--- config.mk ---
export PLATFORM = sky130hd
export DESIGN_NAME = mtea_core
export DESIGN_NICKNAME = d
export VERILOG_FILES = /design/src/sv/mtea_pkg.sv /design/src/sv/mtea_core.sv
export VERILOG_INCLUDE_DIRS = /design/src /design/src/sv
export SDC_FILE = /design/constraint.sdc
export NUM_CORES = 1
export LEC_CHECK = 0
export BUFFER_PORTS_ARGS = -buffer_cell sky130_fd_sc_hd__clkbuf_2
export CORE_ASPECT_RATIO = 0.5
export CORE_MARGIN = 2
export CORE_UTILIZATION = 58
export CTS_CLUSTER_SIZE = 28
export DETAILED_ROUTE_END_ITERATION = 12
export PLACE_DENSITY = 0.88
export SETUP_SLACK_MARGIN = 0.4
export SLEW_MARGIN = 20
export SYNTH_ARGS = -nofsm -noshare
export SYNTH_HDL_FRONTEND = slang
export SYNTH_SLANG_ARGS = --single-unit
--- constraint.sdc ---
create_clock -name clk -period 5.3 [get_ports clk]
set_input_delay 0.795 -clock clk [delete_from_list [all_inputs] [get_ports clk]]
set_output_delay 0.795 -clock clk [all_outputs]
set_load 0.01 [all_outputs]
--- src/sv/multi_tap_echo_adder_defines.svh ---
// ----------------------------------------------------------------------------
// Multi-tap echo adder assertion macros
// Shared concurrent assertion forms, clocked on clk and disabled in rst.
// ----------------------------------------------------------------------------
`ifndef MULTI_TAP_ECHO_ADDER_DEFINES_SVH
`define MULTI_TAP_ECHO_ADDER_DEFINES_SVH

// The condition holds at every clock edge outside reset.
`define MTEA_ASSERT_ALWAYS(lbl, cond, msg) \
  lbl: assert property (@(posedge clk) disable iff (rst) (cond)) else $error(msg);

// The consequent holds in the same cycle as the antecedent.
`define MTEA_ASSERT_SAME(lbl, ante, cons, msg) \
  lbl: assert property (@(posedge clk) disable iff (rst) (ante) |-> (cons)) \
    else $error(msg);

// The consequent holds in the cycle after the antecedent.
`define MTEA_ASSERT_NEXT(lbl, ante, cons, msg) \
  lbl: assert property (@(posedge clk) disable iff (rst) (ante) |=> (cons)) \
    else $error(msg);

`endif

--- src/sv/mtea_pkg.sv ---
// ----------------------------------------------------------------------------
// Multi-tap echo adder package
// Sizes, types and helper functions shared by the echo adder modules.
// ----------------------------------------------------------------------------
package mtea_pkg;

  localparam int MAX_DELAY  = 65536;
  localparam int TAPS       = 4;
  localparam int HIST_DEPTH = TAPS * MAX_DELAY;

  localparam int SAMPLE_W = 16;
  localparam int ECHO_W   = 3;
  localparam int DELAY_W  = 17;
  localparam int CFG_W    = 17;
  localparam int INDEX_W  = 1;

  localparam int AW  = (HIST_DEPTH > 1) ? $clog2(HIST_DEPTH) : 1;
  localparam int BW  = $clog2(HIST_DEPTH + 1);
  localparam int DW  = $clog2(MAX_DELAY + 1);
  localparam int CW  = $clog2(TAPS + 1);
  localparam int ECW = (ECHO_W > CW) ? ECHO_W : CW;

  localparam logic [INDEX_W-1:0] REG_ECHO_COUNT    = INDEX_W'(0);
  localparam logic [INDEX_W-1:0] REG_DELAY_SAMPLES = INDEX_W'(1);

  typedef logic signed [SAMPLE_W-1:0] sample_t;
  typedef logic [AW-1:0]              hist_addr_t;

  typedef enum logic [1:0] {
    S_IDLE,
    S_STEP,
    S_ACC
  } mtea_state_t;

  typedef struct packed {
    logic       we;
    hist_addr_t waddr;
    sample_t    wdata;
    logic       re;
    hist_addr_t raddr;
  } hist_req_t;

  function automatic logic [DW-1:0] clamp_delay(input logic [DELAY_W-1:0] d);
    logic [DW+DELAY_W-1:0] wide;
    wide = (DW + DELAY_W)'(d);
    if (wide == '0) begin
      return DW'(1);
    end else if (wide > (DW + DELAY_W)'(MAX_DELAY)) begin
      return DW'(MAX_DELAY);
    end else begin
      return DW'(wide);
    end
  endfunction

  function automatic logic [CW-1:0] clamp_taps(input logic [ECHO_W-1:0] e);
    logic [ECW-1:0] wide;
    wide = ECW'(e);
    if (wide > ECW'(TAPS)) begin
      return CW'(TAPS);
    end else begin
      return CW'(wide);
    end
  endfunction

endpackage

--- src/sv/mtea_core.sv ---
// ----------------------------------------------------------------------------
// Echo adder sequencer
// Walks the taps of one sample through a shared address unit and adder.
// ----------------------------------------------------------------------------
`include "multi_tap_echo_adder_defines.svh"

module mtea_core
  import mtea_pkg::*;
(
  input  logic                 clk,
  input  logic                 rst,
  input  logic                 in_valid,
  output logic                 in_stall,
  input  sample_t              sample_in,
  output logic                 out_valid,
  input  logic                 out_stall,
  output sample_t              sample_out,
  input  logic [ECHO_W-1:0]    echo_count,
  input  logic [DELAY_W-1:0]   delay_samples,
  output hist_req_t            mem_req,
  input  sample_t              mem_rdata
);

  mtea_state_t state, state_next;

  sample_t    x, x_next;
  sample_t    acc, acc_next;
  hist_addr_t addr, addr_next;
  hist_addr_t pos, pos_next;
  logic [BW-1:0] back, back_next;
  logic [BW-1:0] fill, fill_next;
  logic [DW-1:0] dly, dly_next;
  logic [CW-1:0] remaining, remaining_next;
  logic          tap_ok, tap_ok_next;
  logic          out_valid_next;
  sample_t       sample_out_next;

  logic          accept;
  logic          out_free;
  logic          load;
  logic [AW:0]   addr_ext;
  logic [AW:0]   dly_ext;
  logic [AW:0]   addr_sub;
  hist_addr_t    tap_addr;
  logic [BW-1:0] tap_back;

  assign in_stall = (state != S_IDLE);
  assign accept   = in_valid && !in_stall;
  assign out_free = !out_valid || !out_stall;

  // The history wraps, so a tap that reaches below slot zero folds back to the top.
  assign addr_ext = {1'b0, addr};
  assign dly_ext  = (AW + 1)'(dly);
  assign addr_sub = (addr_ext >= dly_ext) ? (addr_ext - dly_ext)
                                          : (addr_ext + (AW + 1)'(HIST_DEPTH) - dly_ext);
  assign tap_addr = addr_sub[AW-1:0];
  assign tap_back = back + BW'(dly);

  always_ff @(posedge clk) begin
    if (rst) begin
      state     <= S_IDLE;
      pos       <= '0;
      fill      <= '0;
      out_valid <= 1'b0;
      remaining <= '0;
    end else begin
      state     <= state_next;
      pos       <= pos_next;
      fill      <= fill_next;
      out_valid <= out_valid_next;
      remaining <= remaining_next;
    end
  end

  always_ff @(posedge clk) begin
    x          <= x_next;
    acc        <= acc_next;
    addr       <= addr_next;
    back       <= back_next;
    dly        <= dly_next;
    tap_ok     <= tap_ok_next;
    sample_out <= sample_out_next;
  end

  always_comb begin
    state_next      = state;
    x_next          = x;
    acc_next        = acc;
    addr_next       = addr;
    back_next       = back;
    dly_next        = dly;
    remaining_next  = remaining;
    tap_ok_next     = tap_ok;
    pos_next        = pos;
    fill_next       = fill;
    out_valid_next  = out_valid && out_stall;
    sample_out_next = sample_out;
    load            = 1'b0;
    mem_req.we      = 1'b0;
    mem_req.waddr   = pos;
    mem_req.wdata   = x;
    mem_req.re      = 1'b0;
    mem_req.raddr   = tap_addr;

    case (state)
      S_IDLE: begin
        if (accept) begin
          x_next         = sample_in;
          acc_next       = sample_in;
          addr_next      = pos;
          back_next      = '0;
          dly_next       = clamp_delay(delay_samples);
          remaining_next = clamp_taps(echo_count);
          state_next     = S_STEP;
        end
      end
      S_STEP: begin
        if (remaining != '0) begin
          mem_req.re     = 1'b1;
          addr_next      = tap_addr;
          back_next      = tap_back;
          tap_ok_next    = (tap_back <= fill);
          remaining_next = remaining - CW'(1);
          state_next     = S_ACC;
        end else if (out_free) begin
          load            = 1'b1;
          mem_req.we      = 1'b1;
          out_valid_next  = 1'b1;
          sample_out_next = acc;
          pos_next        = (pos == AW'(HIST_DEPTH - 1)) ? '0 : pos + AW'(1);
          fill_next       = (fill == BW'(HIST_DEPTH)) ? fill : fill + BW'(1);
          state_next      = S_IDLE;
        end
      end
      S_ACC: begin
        // Slots not yet written since reset read as silence.
        if (tap_ok) begin
          acc_next = acc + mem_rdata;
        end
        state_next = S_STEP;
      end
      default: begin
        state_next = S_IDLE;
      end
    endcase
  end

  `MTEA_ASSERT_ALWAYS(a_fill_bound, fill <= BW'(HIST_DEPTH), "fill count beyond history depth")
  `MTEA_ASSERT_SAME(a_load_free, load, !(out_valid && out_stall), "result overwrote a held result")
  `MTEA_ASSERT_NEXT(a_tap_limit, accept, remaining <= CW'(TAPS), "tap count above limit")

endmodule

==> impl_results.md <==
- Status: finished, final reports clean
- Area grow syn2layout: 16.29%
- Final core occ: 69.95%
- Initial antenna violation count: 0
- Die Ht: approximately 91 microns
- CP Data Arrival Time: roughly 4.3 ns
- Hold path startpoint: acc[5]$_DFFE_PP_
- WS Path Type: reg2reg
- Lkg Pwr: 4.345 nW
- Root Buffer: clkbuf_16
- Post-route ant nets: 0
- Clock Tree Buf Depth: 2
- Post-CTS setup buffer count: 0
- Seq/Total Area, Yosys: between 40% and 50%
- Cell Rows: 31
- ANT cells: 0
- Drt first pass iters: 5
- WHS Path Cells: 0
- Synth async-reset ratio: 0%
- Fin. max-slew vios: 0
- Post-route minimum period: 3.990 ns
- Gpl congestion: ~0.9
- Worst R2R Setup Slack: 1.31 ns
- Final setup viols: 0
- Final worst slack: 1.310 ns
- Crit path max fanout: 4
- # hold bufs at CTS: 0
- Final hold violations: 0
- Remaining routing DRC violations: 0
- Initial DRC count: slightly above 500
- Net count of the mapped netlist: 1020
- Sink Count: approximately 150
- Setup tns final: 0 ns
- Buffers on Ports: 127
- Critical path capture point type: register
- Vias: a little over 7000
- Fill cells: between 1000 and 1500
- Max cap viols: 0
- Largest net degree at the start of global routing: 38
- End of the worst hold path: sample_out[5]$_DFFE_PP_
- Most common cell after layout, fill and taps aside: clkbuf_2
- Slew @ Worst Pin: slightly above 0.9 ns
- Share of layout cells above drive strength 1: between 10% and 20%
- Die Span X: around 180 microns
- Starting density of the core: between 60% and 70%
- Startpoint Class: register
- Cell variety after synth: 71
- FMAX: 250.6 MHz
- Vias per cell: between 5 and 6
- Cell count after synthesis: approximately 900
- Routed length per instance: around 18 microns
- Post-CTS resize count: 0
- Final #Nets: approximately 1100
- DP Worst Slack: ~1.4 ns
- CTS buffer count: 17
- Hold/Removal Path Class: reg2reg
- DIE AREA: roughly 16000 sq um
- Relative slew slack: 38.62%
- Post-synth EDFFs: 103
- Peak supply drop: between 0.2 and 0.25 mV
- Worst-case reg-to-reg path depth: 13
- Final Skew: around 0.0091 ns
- Most frequent cells in the layout: clkbuf_2 (127), edfxtp_1 (103), nand2_1 (76)
- Vias in the first global route: ~7000
- Synthesis-stage register bit count: 146
- CTS tree: built
- Warnings, synthesis: 0
- DRT Wirelength: approximately 22000 microns
- # IOs: around 130
- Final worst-path cycle share: between 70% and 80%
- Post-detail-place hpwl: between 15000 and 20000 microns
- Synthesized area per cell: ~10 sq um
- Top_reg_cell synth: edfxtp_1
- Overflow after GRT: 0
- Htree depth: 4
- Core Box Area: between 10000 and 15000 sq um
- Clk_lat worst skew: around 0.42 ns
- Power Dens Cells: 346.6 nW/um^2
- Unrepaired setup endpoints after global routing: false
- Syn Std Cell Area: between 8000 and 9000 sq um
- CTS clk-pin slew, worst paths: ~0.07 ns
- Worst flop-to-flop path startpoint: dly[0]$_SDFFCE_PN1P_
- R2r endpoint: tap_ok$_DFFE_PP_
- First-pass GRT wire length: ~35000 microns
- Overall Global Routing Usage: about 28%
- Req. time, crit path: ~5.6 ns
==> kinds of logic after synthesis <==
group           after synthesis  share of synthesized area, %
xor+xnor                     72                         7.169
flops                       146                         44.95
compound gates              198                         14.40
buf+inv                      82                         3.584
simple gates                299                         17.21
fa+ha+maj                    78                         11.35
mux                          11                         1.337
==> synth_stat cells (all sizes together), types with 3 or more instances <==
cell	count	area (sq um)
a211o	4	35.03
a211oi	6	45.04
a21o	28	211.5
a21oi	57	285.3
a31o	3	26.28
a31oi	4	25.02
and2	31	193.9
and3	8	50.05
buf	8	36.28
clkbuf	17	65.06
dfxtp	43	860.8
edfxtp	103	3093
fa	3	60.06
ha	75	938.4
inv	57	214.0
mux2	6	67.56
mux2i	5	50.05
nand2	77	291.5
nand2b	15	93.84
nand3	25	125.1
nand4	14	87.58
nor2	68	255.2
nor2b	13	81.33
nor3	16	85.08
nor4	12	100.1
o211ai	10	75.07
o21a	6	45.04
o21ai	50	250.2
o21bai	5	37.54
or2	3	18.77
or3	8	50.05
xnor2	48	420.4
xor2	24	210.2
==> critical path, cell delays in order (launching register included) <==
cell      delay (ns)
edfxtp_1        0.39
ha_1            0.25
fa_1            0.43
a211oi_1        0.29
o21ai_1         0.20
a21boi_1        0.24
o221ai_1        0.17
mux2i_1         0.16
or3_1           0.38
ha_1            0.30
nand4_1         0.11
or2_0           0.28
or4_1           0.55
o21ai_1         0.10
==> report_power, final <==
group / switching [W] / internal (W)
Clock: 0.000545 / 0.000673
Sequential: 0.0000381 / 0.00132
Combinational: 0.000575 / 0.000390
Total: 0.00116 / 0.00239
==> final cells by class <==
cell class	instances	area [sq um]	area share, %
sequential	146	3954	38.65
tap	198	247.7	2.422
clock buffer	17	425.4	4.159
multi-input combinational	658	4539	44.38
clock inverter	15	162.7	1.590
inverter	57	214.0	2.092
timing repair buffer	131	685.7	6.703
==> worst max path at each step <==
stage | to | slack, ns | start | cells past startpoint
2_1_floorplan | remaining[2]$_SDFFE_PP0P_ | 1.09 | in_valid | 7
3_3_place_gp | tap_ok$_DFFE_PP_ | 1.44 | dly[0]$_SDFFCE_PN1P_ | 13
3_5_place_dp | tap_ok$_DFFE_PP_ | 1.36 | dly[0]$_SDFFCE_PN1P_ | 13
4_1_cts | tap_ok$_DFFE_PP_ | 1.33 | dly[0]$_SDFFCE_PN1P_ | 13
5_1_grt | tap_ok$_DFFE_PP_ | 1.04 | dly[0]$_SDFFCE_PN1P_ | 13
6_report | tap_ok$_DFFE_PP_ | 1.31 | dly[0]$_SDFFCE_PN1P_ | 13
==> flip-flops by register name, summed over array words and instances (netlist names) <==
register and flops:
state 2, pos 18, x 16, acc 16
fill 19, back 19, dly 17, tap_ok 1
out_valid 1, remaining 3, sample_out 16, addr 18
==> through the flow <==
stage / area (sq um) / total power (W) / hold slack (ns) / std cells
3_5_place_dp: 9610 / 0.002319 / 0.4412 / 1189
2_1_floorplan: 8796 / 0.002043 / 0.4307 / 886
4_1_cts: 10200 / 0.003533 / 0.4566 / 1221
5_1_grt: 10230 / 0.003707 / 0.4707 / 1222
6_report: 10230 / 0.003545 / 0.4551 / 1222
3_3_place_gp: 9610 / 0.002284 / 0.4365 / 1189
==> layer usage <==
layer  global-route usage (%)  part of all wire (%)  wire length, microns
met3                    7.035                   9.8                  2134
met1                    37.05                    42                  9189
met4                    10.11                   2.3                   510
met5                        0                     0                     0
met2                    43.48                    45                  9878
No activity file was read; power rests on OpenSTA's default activity.
